### src/hw/rtl/wsfr_pkg.sv
// Types, codes and constants shared by the WebSocket frame receiver modules.
package wsfr_pkg;

    localparam int BYTE_W      = 8;
    localparam int LEN_W       = 64;
    localparam int MSG_W       = 32;
    localparam int KEY_W       = 32;
    localparam int CFG_INDEX_W = 1;

    localparam logic [MSG_W-1:0] MAX_MSG_RESET = 32'd33554432;

    // Frame opcodes
    localparam logic [3:0] OP_CONT   = 4'h0;
    localparam logic [3:0] OP_TEXT   = 4'h1;
    localparam logic [3:0] OP_BINARY = 4'h2;
    localparam logic [3:0] OP_PING   = 4'h9;
    localparam logic [3:0] OP_PONG   = 4'hA;

    // Seven-bit length codes that announce an extended length
    localparam logic [6:0] LEN7_EXT16 = 7'd126;
    localparam logic [6:0] LEN7_EXT64 = 7'd127;

    typedef enum logic [2:0] {
        PH_HDR0    = 3'd0,
        PH_HDR1    = 3'd1,
        PH_EXTLEN  = 3'd2,
        PH_KEY     = 3'd3,
        PH_PAYLOAD = 3'd4
    } phase_t;

    typedef enum logic [2:0] {
        KIND_DATA      = 3'd0,
        KIND_EMPTY_END = 3'd1,
        KIND_PONG_REQ  = 3'd2,
        KIND_UNMASKED  = 3'd3,
        KIND_TOO_LONG  = 3'd4,
        KIND_CLOSED    = 3'd5
    } kind_t;

    typedef enum logic [CFG_INDEX_W-1:0] {
        REG_MAX_MESSAGE_BYTES = 1'b0,
        REG_CLIENT_SIDE       = 1'b1
    } cfg_reg_t;

    typedef struct packed {
        logic [MSG_W-1:0] max_message_bytes;
        logic             client_side;
    } cfg_t;

    typedef struct packed {
        logic              valid;
        kind_t             kind;
        logic [BYTE_W-1:0] data;
        logic [1:0]        opcode;
        logic              last;
    } result_t;

endpackage

### src/hw/rtl/wsfr_cfg_regs.sv
// Configuration register file: message length limit and client-side flag.
module wsfr_cfg_regs
    import wsfr_pkg::*;
(
    input  logic                   clk,
    input  logic                   rst_n,
    input  logic                   cfg_valid,
    output logic                   cfg_ready,
    input  logic [CFG_INDEX_W-1:0] cfg_index,
    input  logic [MSG_W-1:0]       cfg_data,
    output cfg_t                   cfg
);

    logic [MSG_W-1:0] max_bytes_reg;
    logic             client_side_reg;

    assign cfg_ready = 1'b1;

    always_ff @(posedge clk or negedge rst_n)
    begin
        if (!rst_n)
        begin
            max_bytes_reg   <= MAX_MSG_RESET;
            client_side_reg <= 1'b0;
        end
        else if (cfg_valid && cfg_ready)
        begin
            unique case (cfg_reg_t'(cfg_index))
                REG_MAX_MESSAGE_BYTES: max_bytes_reg   <= cfg_data;
                REG_CLIENT_SIDE:       client_side_reg <= cfg_data[0];
                default:               ;
            endcase
        end
    end

    assign cfg.max_message_bytes = max_bytes_reg;
    assign cfg.client_side       = client_side_reg;

endmodule

### src/hw/rtl/wsfr_in_reg.sv
// Input register: holds one received byte until the parser takes it.
module wsfr_in_reg
    import wsfr_pkg::*;
(
    input  logic              clk,
    input  logic              rst_n,
    input  logic              in_valid,
    output logic              in_ready,
    input  logic [BYTE_W-1:0] rx_byte,
    input  logic              take,
    output logic              held_valid,
    output logic [BYTE_W-1:0] held_byte
);

    logic              valid_reg;
    logic              valid_next;
    logic [BYTE_W-1:0] byte_reg;

    // Refill in the same cycle the held byte moves on
    assign in_ready = !valid_reg || take;

    always_comb
    begin
        valid_next = valid_reg;
        if (in_valid && in_ready)
            valid_next = 1'b1;
        else if (take)
            valid_next = 1'b0;
    end

    always_ff @(posedge clk or negedge rst_n)
    begin
        if (!rst_n)
            valid_reg <= 1'b0;
        else
            valid_reg <= valid_next;
    end

    always_ff @(posedge clk)
    begin
        if (in_valid && in_ready)
            byte_reg <= rx_byte;
    end

    assign held_valid = valid_reg;
    assign held_byte  = byte_reg;

endmodule

### src/hw/rtl/wsfr_parser.sv
// Frame parser: header, extended length, mask key and payload state per byte.
module wsfr_parser
    import wsfr_pkg::*;
(
    input  logic              clk,
    input  logic              rst_n,
    input  logic              step,
    input  logic [BYTE_W-1:0] byte_in,
    input  cfg_t              cfg,
    output result_t           result
);

    phase_t            phase_reg, phase_next;
    logic              fin_reg, fin_next;
    logic [3:0]        opcode_reg, opcode_next;
    logic              masked_reg, masked_next;
    logic [KEY_W-1:0]  key_reg, key_next;
    logic [1:0]        idx_reg, idx_next;
    logic [2:0]        hcount_reg, hcount_next;
    logic [LEN_W-1:0]  rem_reg, rem_next;
    logic [MSG_W-1:0]  msg_len_reg, msg_len_next;
    logic [1:0]        held_reg, held_next;
    logic              dead_reg, dead_next;

    logic [3:0]        hdr_op;
    logic              hdr_bad;
    logic              frame_is_data;
    logic [6:0]        len7;
    logic              len_ext;
    logic              unmasked_err;
    logic [LEN_W-1:0]  ext_shift;
    logic [LEN_W-1:0]  lk_len;
    logic              lk_masked;
    logic [MSG_W:0]    lk_add;
    logic [MSG_W-1:0]  lk_sum;
    logic              lk_too_long;
    logic              lk_empty_end;
    logic              do_lk;
    phase_t            lk_phase;
    logic [LEN_W-1:0]  rem_dec;
    logic              rem_last;
    logic              key_empty_end;
    logic [BYTE_W-1:0] key_byte;

    assign hdr_op        = byte_in[3:0];
    assign hdr_bad       = (hdr_op > OP_BINARY) && (hdr_op != OP_PING) && (hdr_op != OP_PONG);
    assign frame_is_data = opcode_reg <= OP_BINARY;
    assign len7          = byte_in[6:0];
    assign len_ext       = (len7 == LEN7_EXT16) || (len7 == LEN7_EXT64);
    assign unmasked_err  = frame_is_data && !cfg.client_side && !byte_in[7];
    assign ext_shift     = {rem_reg[LEN_W-BYTE_W-1:0], byte_in};

    // Frame length is known after the short length or the last extended byte
    assign lk_len    = (phase_reg == PH_HDR1) ? {{(LEN_W-7){1'b0}}, len7} : ext_shift;
    assign lk_masked = (phase_reg == PH_HDR1) ? byte_in[7] : masked_reg;
    assign lk_add    = {1'b0, msg_len_reg} + {1'b0, lk_len[MSG_W-1:0]};
    assign lk_sum    = ((|lk_len[LEN_W-1:MSG_W]) || lk_add[MSG_W]) ? '1 : lk_add[MSG_W-1:0];
    assign lk_too_long  = frame_is_data && (lk_sum >= cfg.max_message_bytes);
    assign lk_empty_end = frame_is_data && fin_reg && (lk_len == '0);
    assign do_lk = ((phase_reg == PH_HDR1) && !unmasked_err && !len_ext)
                || ((phase_reg == PH_EXTLEN) && (hcount_reg == 3'd0));
    assign lk_phase = lk_too_long ? phase_reg
                    : lk_masked ? PH_KEY
                    : (lk_len != '0) ? PH_PAYLOAD : PH_HDR0;

    assign rem_dec       = rem_reg - {{(LEN_W-1){1'b0}}, 1'b1};
    assign rem_last      = rem_dec == '0;
    assign key_empty_end = frame_is_data && fin_reg && (rem_reg == '0);
    assign key_byte      = masked_reg ? key_reg[{~idx_reg, 3'b000} +: BYTE_W] : '0;

    // Next phase
    always_comb
    begin
        phase_next = phase_reg;
        if (!dead_reg)
        begin
            unique case (phase_reg)
                PH_HDR0:
                    if (!hdr_bad)
                        phase_next = PH_HDR1;
                PH_HDR1:
                    if (!unmasked_err)
                        phase_next = len_ext ? PH_EXTLEN : lk_phase;
                PH_EXTLEN:
                    if (hcount_reg == 3'd0)
                        phase_next = lk_phase;
                PH_KEY:
                    if (hcount_reg == 3'd0)
                        phase_next = (rem_reg != '0) ? PH_PAYLOAD : PH_HDR0;
                PH_PAYLOAD:
                    if (rem_last)
                        phase_next = PH_HDR0;
                default:
                    phase_next = PH_HDR0;
            endcase
        end
    end

    // Frame state and result
    always_comb
    begin
        fin_next     = fin_reg;
        opcode_next  = opcode_reg;
        masked_next  = masked_reg;
        key_next     = key_reg;
        idx_next     = idx_reg;
        hcount_next  = hcount_reg;
        rem_next     = rem_reg;
        msg_len_next = msg_len_reg;
        held_next    = held_reg;
        dead_next    = dead_reg;
        result        = '0;
        result.kind   = KIND_DATA;
        result.opcode = held_reg;

        if (!dead_reg)
        begin
            unique case (phase_reg)
                PH_HDR0:
                begin
                    fin_next    = byte_in[7];
                    opcode_next = hdr_op;
                    if (hdr_bad)
                    begin
                        dead_next    = 1'b1;
                        result.valid = 1'b1;
                        result.kind  = KIND_CLOSED;
                    end
                    else if (((hdr_op == OP_TEXT) || (hdr_op == OP_BINARY)) && (held_reg == 2'd0))
                        held_next = hdr_op[1:0];
                end
                PH_HDR1:
                begin
                    masked_next = byte_in[7];
                    if (unmasked_err)
                    begin
                        dead_next    = 1'b1;
                        result.valid = 1'b1;
                        result.kind  = KIND_UNMASKED;
                    end
                    else if (len7 == LEN7_EXT16)
                    begin
                        rem_next    = '0;
                        hcount_next = 3'd1;
                    end
                    else if (len7 == LEN7_EXT64)
                    begin
                        rem_next    = '0;
                        hcount_next = 3'd7;
                    end
                    else
                        rem_next = lk_len;
                end
                PH_EXTLEN:
                begin
                    rem_next = ext_shift;
                    if (hcount_reg != 3'd0)
                        hcount_next = hcount_reg - 3'd1;
                end
                PH_KEY:
                begin
                    key_next = {key_reg[KEY_W-BYTE_W-1:0], byte_in};
                    if (hcount_reg == 3'd0)
                    begin
                        idx_next = 2'd0;
                        if (key_empty_end)
                        begin
                            result.valid = 1'b1;
                            result.kind  = KIND_EMPTY_END;
                            result.last  = 1'b1;
                            msg_len_next = '0;
                            held_next    = 2'd0;
                        end
                    end
                    else
                        hcount_next = hcount_reg - 3'd1;
                end
                PH_PAYLOAD:
                begin
                    idx_next = idx_reg + 2'd1;
                    rem_next = rem_dec;
                    if (frame_is_data)
                    begin
                        result.valid = 1'b1;
                        result.kind  = KIND_DATA;
                        result.data  = byte_in ^ key_byte;
                        result.last  = rem_last && fin_reg;
                        if (rem_last && fin_reg)
                        begin
                            msg_len_next = '0;
                            held_next    = 2'd0;
                        end
                    end
                end
                default: ;
            endcase

            // Length check, then mask key or payload
            if (do_lk)
            begin
                if (lk_too_long)
                begin
                    dead_next    = 1'b1;
                    result.valid = 1'b1;
                    result.kind  = KIND_TOO_LONG;
                end
                else
                begin
                    if (frame_is_data)
                        msg_len_next = lk_sum;
                    if (lk_masked)
                    begin
                        hcount_next = 3'd3;
                        key_next    = '0;
                    end
                    else
                    begin
                        idx_next = 2'd0;
                        if (lk_empty_end)
                        begin
                            result.valid = 1'b1;
                            result.kind  = KIND_EMPTY_END;
                            result.last  = 1'b1;
                            msg_len_next = '0;
                            held_next    = 2'd0;
                        end
                    end
                end
            end

            // A ping raises a pong request at its second header byte
            if ((phase_reg == PH_HDR1) && (opcode_reg == OP_PING))
            begin
                result.valid = 1'b1;
                result.kind  = KIND_PONG_REQ;
                result.data  = '0;
                result.last  = 1'b0;
            end
        end
    end

    always_ff @(posedge clk or negedge rst_n)
    begin
        if (!rst_n)
        begin
            phase_reg   <= PH_HDR0;
            fin_reg     <= 1'b0;
            opcode_reg  <= OP_CONT;
            masked_reg  <= 1'b0;
            key_reg     <= '0;
            idx_reg     <= 2'd0;
            hcount_reg  <= 3'd0;
            rem_reg     <= '0;
            msg_len_reg <= '0;
            held_reg    <= 2'd0;
            dead_reg    <= 1'b0;
        end
        else if (step)
        begin
            phase_reg   <= phase_next;
            fin_reg     <= fin_next;
            opcode_reg  <= opcode_next;
            masked_reg  <= masked_next;
            key_reg     <= key_next;
            idx_reg     <= idx_next;
            hcount_reg  <= hcount_next;
            rem_reg     <= rem_next;
            msg_len_reg <= msg_len_next;
            held_reg    <= held_next;
            dead_reg    <= dead_next;
        end
    end

endmodule

### src/hw/rtl/wsfr_out_reg.sv
// Result register: holds one result until the downstream side takes it.
module wsfr_out_reg
    import wsfr_pkg::*;
(
    input  logic              clk,
    input  logic              rst_n,
    input  logic              load,
    input  result_t           result,
    input  logic              out_ready,
    output logic              out_valid,
    output logic              free,
    output logic [2:0]        kind,
    output logic [BYTE_W-1:0] payload_byte,
    output logic [1:0]        message_opcode,
    output logic              last
);

    logic    valid_reg;
    logic    valid_next;
    result_t data_reg;

    assign free = !valid_reg || out_ready;

    always_comb
    begin
        valid_next = valid_reg;
        if (load)
            valid_next = 1'b1;
        else if (out_ready)
            valid_next = 1'b0;
    end

    always_ff @(posedge clk or negedge rst_n)
    begin
        if (!rst_n)
            valid_reg <= 1'b0;
        else
            valid_reg <= valid_next;
    end

    always_ff @(posedge clk)
    begin
        if (load)
            data_reg <= result;
    end

    assign out_valid      = valid_reg;
    assign kind           = data_reg.kind;
    assign payload_byte   = data_reg.data;
    assign message_opcode = data_reg.opcode;
    assign last           = data_reg.last;

endmodule

### src/hw/rtl/websocket_frame_receiver.sv
// WebSocket frame receiver top level: byte input, result output, config port.
//
// Usage:
// - Input channel (in_valid / in_ready / rx_byte) carries the received stream,
//   one byte per request. Output channel (out_valid / out_ready) carries at
//   most one result per byte: kind, payload_byte, message_opcode, last.
// - Config channel (cfg_valid / cfg_ready / cfg_index / cfg_data) writes
//   register 0 (max_message_bytes) or register 1 (client_side, bit 0).
//   cfg_ready is always high; write only while the block is idle.
// - Throughput: one byte per cycle, sustained while the result register is
//   free. The per-byte state update is a single pass between the input
//   register and the result register; the widest path is the 33-bit
//   saturating length add and compare; a result loads as its byte advances.
// - Reset clears the parser to "expect first header byte", restores the
//   register defaults and empties both holding registers.
// - When the receiver stalls, the result register holds its request; bytes
//   that produce no result keep flowing, and one more byte is held in the
//   input register before in_ready drops.
// - After an error result (unmasked, too long, closed) no further results
//   are produced until reset; input is still accepted and dropped.
module websocket_frame_receiver
    import wsfr_pkg::*;
(
    input  logic                   clk,
    input  logic                   rst_n,
    input  logic                   in_valid,
    output logic                   in_ready,
    input  logic [BYTE_W-1:0]      rx_byte,
    output logic                   out_valid,
    input  logic                   out_ready,
    output logic [2:0]             kind,
    output logic [BYTE_W-1:0]      payload_byte,
    output logic [1:0]             message_opcode,
    output logic                   last,
    input  logic                   cfg_valid,
    output logic                   cfg_ready,
    input  logic [CFG_INDEX_W-1:0] cfg_index,
    input  logic [MSG_W-1:0]       cfg_data
);

    cfg_t              cfg;
    logic              held_valid;
    logic [BYTE_W-1:0] held_byte;
    logic              out_free;
    logic              advance;
    result_t           result;

    // Advance the held byte when its result has a place to go, or when it
    // has no result at all
    assign advance = held_valid && (out_free || !result.valid);

    wsfr_cfg_regs u_cfg_regs (
        .clk       (clk),
        .rst_n     (rst_n),
        .cfg_valid (cfg_valid),
        .cfg_ready (cfg_ready),
        .cfg_index (cfg_index),
        .cfg_data  (cfg_data),
        .cfg       (cfg)
    );

    wsfr_in_reg u_in_reg (
        .clk        (clk),
        .rst_n      (rst_n),
        .in_valid   (in_valid),
        .in_ready   (in_ready),
        .rx_byte    (rx_byte),
        .take       (advance),
        .held_valid (held_valid),
        .held_byte  (held_byte)
    );

    wsfr_parser u_parser (
        .clk     (clk),
        .rst_n   (rst_n),
        .step    (advance),
        .byte_in (held_byte),
        .cfg     (cfg),
        .result  (result)
    );

    // Load a result only when the byte actually advances
    wsfr_out_reg u_out_reg (
        .clk            (clk),
        .rst_n          (rst_n),
        .load           (advance && result.valid),
        .result         (result),
        .out_ready      (out_ready),
        .out_valid      (out_valid),
        .free           (out_free),
        .kind           (kind),
        .payload_byte   (payload_byte),
        .message_opcode (message_opcode),
        .last           (last)
    );

endmodule

### config.mk
export PLATFORM = sky130hd
export DESIGN_NAME = websocket_frame_receiver
export DESIGN_NICKNAME = d
export VERILOG_FILES = /design/src/hw/rtl/wsfr_pkg.sv /design/src/hw/rtl/wsfr_cfg_regs.sv /design/src/hw/rtl/wsfr_in_reg.sv /design/src/hw/rtl/wsfr_parser.sv /design/src/hw/rtl/wsfr_out_reg.sv /design/src/hw/rtl/websocket_frame_receiver.sv
export SDC_FILE = /design/constraint.sdc
export NUM_CORES = 1
export LEC_CHECK = 0
export BUFFER_PORTS_ARGS = -buffer_cell sky130_fd_sc_hd__buf_2
export CORE_ASPECT_RATIO = 1.5
export CORE_MARGIN = 8
export CORE_UTILIZATION = 30
export DETAILED_ROUTE_END_ITERATION = 8
export HOLD_SLACK_MARGIN = 0.1
export PLACE_DENSITY = 0.54
export SKIP_LAST_GASP = 1
export SLEW_MARGIN = 20
export SYNTH_ARGS = -nofsm -noshare
export SYNTH_HDL_FRONTEND = slang
export SYNTH_HIERARCHICAL = 1
export SYNTH_SLANG_ARGS = --single-unit
### constraint.sdc
create_clock -name clk -period 11.7 [get_ports clk]
set_input_delay 1.17 -clock clk [delete_from_list [all_inputs] [get_ports clk]]
set_output_delay 1.17 -clock clk [all_outputs]
set_load 0.02 [all_outputs]
After elaboration in Yosys (flattened, before gate mapping)
Cells that the tools add are included.
W data, S select, Z words.
{"block": "classes", "n_eq_ne": 16, "n_bitwise": 6, "shift": 1, "n_reduce_logical": 52, "add_sub_neg": 4, "mux": 89, "magnitude_cmp": 3}
{"op": "$mux W32", "n": 14}
{"op": "$mux W64", "n": 4}
{"op": "$logic_not A64 Y1", "n": 3}
{"op": "$pmux W64 S3", "n": 1}
{"op": "$reduce_bool A64 Y1", "n": 2}
{"op": "$pmux W32 S2", "n": 1}
{"op": "$sub A64 B1 Y64 const B", "n": 1}
{"op": "$mux W3", "n": 18}
{"op": "$mux W12", "n": 3}
{"op": "$add A32 B32 Y33", "n": 1}
{"op": "$ge A32 B32 Y1", "n": 1}
{"op": "$mux W4", "n": 8}
{"op": "$reduce_or A32 Y1", "n": 1}
{"op": "$shiftx A32 B6 Y8", "n": 1}
{"op": "$mux W2", "n": 14}
{"op": "$logic_and A1 B1 Y1", "n": 17}
{"op": "$mux W1", "n": 17}
{"op": "$mux W8", "n": 2}
{"op": "$pmux W4 S4", "n": 1}
{"op": "$pmux W3 S5", "n": 1}
{"op": "$eq A7 B7 Y1 const B", "n": 2}
{"op": "$pmux W3 S3", "n": 1}
{"op": "$ne A4 B4 Y1 const B", "n": 2}
{"op": "$xor A8 B8 Y8", "n": 1}
{"op": "other kinds (29)", "n": 54}
{"block": "word_totals", "regBits": 202, "output_inout_bits": 17, "wordCells": 192, "in_bits": 46}

Logic depth before layout (Yosys ltp)
{"block": "depth", "ltp_word": 18, "mapped_depth": 35, "ltp_nobuf": 27}

Modules after synthesis
The synthesis kept the hierarchy.
{"mod": "wsfr_parser", "seq_area_each_um2": 3628.5, "area_each_um2": 12244.2, "cells_each": 1543, "n_inst": 1}
{"mod": "wsfr_cfg_regs", "seq_area_each_um2": 827.0, "area_each_um2": 1418.9, "cells_each": 75, "n_inst": 1}
{"mod": "wsfr_out_reg", "seq_area_each_um2": 445.4, "area_each_um2": 467.9, "cells_each": 17, "n_inst": 1}
{"mod": "wsfr_in_reg", "seq_area_each_um2": 265.3, "area_each_um2": 294.0, "cells_each": 12, "n_inst": 1}
{"mod": "websocket_frame_receiver", "seq_area_each_um2": 0.0, "area_each_um2": 18.8, "cells_each": 3, "n_inst": 1}

Least setup slack after synthesis
OpenSTA, ideal clock, no wires.
{"block": "synth_timing", "path_kind": "flip-flop to flip-flop", "start": "register u_parser.phase_reg[1]", "end": "register u_parser.msg_len_reg[14]", "required_time_ns": 11.631, "synth_period_minus_slack_ns": 7.144, "setup_slack_ns": 4.556, "path_stages_with_launch": 36, "setup_ns": 0.069, "t_arrival_ns": 7.074, "n_path_buf": 10, "path_cell_list": "dfrtp_1 clkbuf_1 or3b_1 clkbuf_1 clkbuf_1 clkbuf_1 clkbuf_1 and2_1 ha_1 clkbuf_1 and3_1 a41o_1 a21oi_1 a21boi_0 nand3_1 o21ai_1 clkbuf_1 buf_1 nand2_1 ha_1 and3_1 o21ai_0 nor3_1 a211o_1 a31oi_1 nor2_1 nand2_1 a31oi_1 a21boi_1 nor2b_1 buf_2 nand2_1 nor2_1 clkbuf_1 o21ai_0 nand3_1"}
{"element": "start: declaration", "line": "wsfr_parser.sv:13", "text": "phase_t phase_reg, phase_next;"}
{"element": "start signal: assignment", "line": "wsfr_parser.sv:260", "text": "phase_reg <= phase_next;"}
{"element": "end signal: assignment", "line": "wsfr_parser.sv:268", "text": "msg_len_reg <= msg_len_next;"}
{"element": "end: declaration", "line": "wsfr_parser.sv:21", "text": "logic [MSG_W-1:0] msg_len_reg, msg_len_next;"}

==> flow_summary.json <==
{
  "setup.worst_path.start_class": "flip-flop",
  "outcome": "finished clean",
  "clk_pwr_share_pct": 23.6,
  "grt_pass1_vias": 13041,
  "timing.setup.critical_path_class": "reg2out",
  "synth-edff-count": 22,
  "worst_skew_pair.late_latency_ns": 0.54,
  "timing.reg2reg.worst_path_depth": 28,
  "netlist_instances": 1650,
  "ys_ff_latch": 202,
  "synth_adder_area_share_pct": 5.683,
  "post-cts-setup-buffer-count": 0,
  "post-place-cells": 2213,
  "clock_tree.root_cell": "clkbuf_16",
  "avgViaCountPerCell": 5.782,
  "yosys_warnings": 6,
  "drt_wl_total_mm": 46.42,
  "placed_area_mm2": 0.01518,
  "cts-hold-fix-buffers": 0,
  "peakVddDrop_mv": 0.1102,
  "drt_first_pass_iters": 5,
  "timing.hold.worst_path_depth": 1,
  "power_density_mw_per_mm2": 209.1,
  "switching_share_pct": 44.74,
  "max_capacitance_violation_total": 0,
  "numClockSinks": 202,
  "timing.clock.skew_ns": 0.02489,
  "area_of_combinational_cells_with_multiple_inputs_mm2": 0.008573,
  "power_switching_mw": 1.496,
  "actual_slew_at_the_worst_max_slew_pin_ns": 1.063,
  "detail_route.wl_per_cell_um": 20.60,
  "layout.cells.non_filler": 2253,
  "worstHoldEndpoint": "u_parser/hcount_reg[0]",
  "netlist_top_cells_count": "dfrtp_1 (179), o21ai_0 (159), nor2_1 (152)",
  "netlist-cell-type-count": 102,
  "final.period_utilization_pct": 78.23,
  "register_area_mm2": 0.005166,
  "synth.top_cells.by_area": "dfrtp_1 (31%), ha_1 (5.5%), o21ai_0 (5.5%)",
  "core-area_mm2": 0.04758,
  "seq_power_share_pct": 29.7,
  "setup_viol": 0,
  "place.detailed.hpwl_mm": 33.45,
  "grt_remaining_overflow": 0,
  "number_of_failing_hold_endpoints_at_the_final_stage": 0,
  "synth_simple_gate_area_share_pct": 21.58,
  "post-route-cell-area_mm2": 0.01599,
  "worst_r2r_endpoint": "u_parser/rem_reg[21]",
  "hold_path_startpoint": "u_parser/hcount_reg[0]",
  "crit_end_category": "primary output",
  "buffer_ports.inserted": 61,
  "worstPathArrival_ns": 7.98,
  "drc": 0,
  "synth-compound-area-share_pct": 22.54,
  "synth.net_count": 1761,
  "start_util_pct": 30.36,
  "chipHeight_um": 284.7,
  "drt_iter0_drc": 789,
  "dieArea_mm2": 0.05557,
  "drive_above_1_share_pct": 12.83,
  "synthesis.area_mm2": 0.01444,
  "internal_power_mw": 1.848,
  "commonest_register_cell_after_synthesis": "dfrtp_1",
  "synth_top_family_by_area": "compound AO/OA/AOI/OAI gates",
  "yosysSeqAreaShare_pct": 35.77,
  "antenna_violating_nets_post_route": 0,
  "rows": 98,
  "detailed_route_via_count": 13027,
  "post-route-min-period_ns": 9.153,
  "path_clk_slew_ns": 0.07,
  "fmaxAchievable_ghz": 0.1093,
  "timing.rr.start": "u_parser/phase_reg[2]",
  "largest_register_ff_count": 64,
  "postSynthAreaPerCell_um2": 8.754,
  "nets": 1748,
  "post-layout-total-power_mw": 3.343,
  "yosys.area_share.xor_xnor_pct": 3.993,
  "leakage_nw": 6.530,
  "maximum_number_of_pins_on_one_net_before_global_route_repair": 129,
  "post_cts_resize_count": 0,
  "setup_repair_after_global_routing_missed_its_margin": "no",
  "startpoint": "u_parser/phase_reg[2]",
  "synthMostInstantiatedCell": "dfrtp_1",
  "rrSetupSlack_ns": 3.23,
  "antenna_violations_before_repair": 0,
  "p_comb_share_pct": 46.7,
  "maxSlewHeadroom_pct": 29.11,
  "area_delta_synth_final_pct": 10.69,
  "antenna_cells_inserted": 0,
  "ctsHtreeMaxLevel": 1,
  "combined_global_route_utilization_of_all_metal_layers_pct": 16.23,
  "fin_setup_tns_ns": 0,
  "gp_congestion": 0.9136,
  "async_reset_ff_share_pct": 89.11,
  "cp_max_fo": 29,
  "synthDominantCellAreaShare_pct": 31.01,
  "cts.path.max_buffers": 3,
  "fillers": 4991,
  "die_w_um": 195.2,
  "required_ns": 10.53,
  "synthMuxAreaShare_pct": 5.120,
  "grt_pass1_wl_mm": 73.51,
  "tritoncts": "done",
  "cts-buffers-inserted": 22,
  "slew_viol_final": 0,
  "io_pins": 63,
  "hp-class": "reg2reg",
  "synth_area_leader_cell": "dfrtp_1"
}
-- worst max-delay path by stage --
stage,slack (ns),cells after the start,to
after global placement,3.12,26,u_parser/key_reg[12]
after floorplan,4.56,35,u_parser/msg_len_reg[14]
after detailed placement,3.06,24,in_ready
after CTS,2.45,24,in_ready
final,2.55,24,in_ready
after global routing,2.05,24,in_ready
-- metal layers --
layer	GRT usage [%]	wire length (um)
met3	1.828	2056
met1	18.36	18120
met4	8.908	2450
met5	0	0
met2	29.40	23800
-- critical path: stages (launching register included) --
cell,delay [ns]
dfrtp_1,0.69
or3b_1,0.67
buf_4,0.28
and2_1,0.18
ha_1,0.34
a211oi_1,0.25
nor2_1,0.07
a211oi_1,0.28
o311ai_1,0.26
o211a_1,0.32
o21ai_2,0.36
buf_4,0.38
nor2b_1,0.29
ha_1,0.27
nand2b_1,0.14
a211oi_1,0.29
o211ai_1,0.18
a211o_1,0.34
a31oi_1,0.61
nor2_1,0.26
nand2_1,0.20
a31oi_1,0.11
a21boi_1,0.25
nand2b_4,0.20
buf_2,0.18
-- power groups by stage --
| stage | sequential (mW) | combinational (mW) | clock [mW] |
|---|---|---|---|
| final | 0.993 | 1.56 | 0.788 |
| after global routing | 1.01 | 1.73 | 0.835 |
| after CTS | 0.988 | 1.55 | 0.814 |
| after detailed placement | 1.00 | 1.54 | 0 |
| after global placement | 1.00 | 1.53 | 0 |
| after floorplan | 0.874 | 1.22 | 0 |
-- area by class of cell --
| class | instances | share of cell area, % |
|---|---|---|
| inverter | 61 | 1.432 |
| clock buffer | 30 | 4.210 |
| sequential | 202 | 32.31 |
| tap | 600 | 4.696 |
| multi-input combinational | 1270 | 53.62 |
| timing repair buffer | 80 | 2.880 |
| clock inverter | 10 | 0.8452 |
-- cell families after synthesis --
logic type / count (synthesis)
AOI/OAI and AO/OA: 498
xor gates and xnor gates: 65
adders and majority gates: 65
buffers and inverters: 178
DFF: 202
muxes: 48
other: 1
and+or+nand+nor: 593
-- stage by stage --
step                setup slack [ns]  hold WS [ns]  util (%)
global placement               3.119        0.4693     31.87
detailed placement             3.065        0.4710     31.90
finish                         2.547        0.4799     33.61
CTS                            2.455        0.4817     33.60
global route                   2.054        0.5079     33.61
floorplan                      4.556        0.4481         -
-- layout by cell type (no fill, tap or decap), types with 7 or more instances in the layout --
cell | netlist | routed
nor2_1 | 152 | 151
a211oi_1 | 14 | 14
a22oi_1 | 47 | 47
ha_1 | 64 | 64
edfxtp_1 | 22 | 22
or4_1 | 7 | 7
a32oi_1 | 20 | 20
a22o_1 | 45 | 45
inv_1 | 61 | 61
dfrtp_1 | 179 | 179
buf_2 | 8 | 60
nor4b_1 | 8 | 8
nor4_1 | 22 | 22
buf_4 | 2 | 18
nand3_1 | 41 | 41
nor3_1 | 59 | 59
xor2_1 | 21 | 21
o211ai_1 | 10 | 10
a21o_1 | 13 | 13
nand4_1 | 31 | 31
nand2b_1 | 15 | 15
and4_1 | 9 | 9
or3_1 | 13 | 13
xnor2_1 | 43 | 43
clkbuf_16 | 0 | 24
a31oi_1 | 11 | 11
and3_1 | 11 | 11
nand2_1 | 137 | 136
and2_1 | 29 | 29
nor2b_1 | 7 | 7
mux2_4 | 30 | 30
o22ai_1 | 12 | 12
mux2_2 | 7 | 7
a21oi_1 | 94 | 94
mux4_2 | 8 | 8
o21ai_0 | 159 | 158
Power figures use the tool's default switching activity.
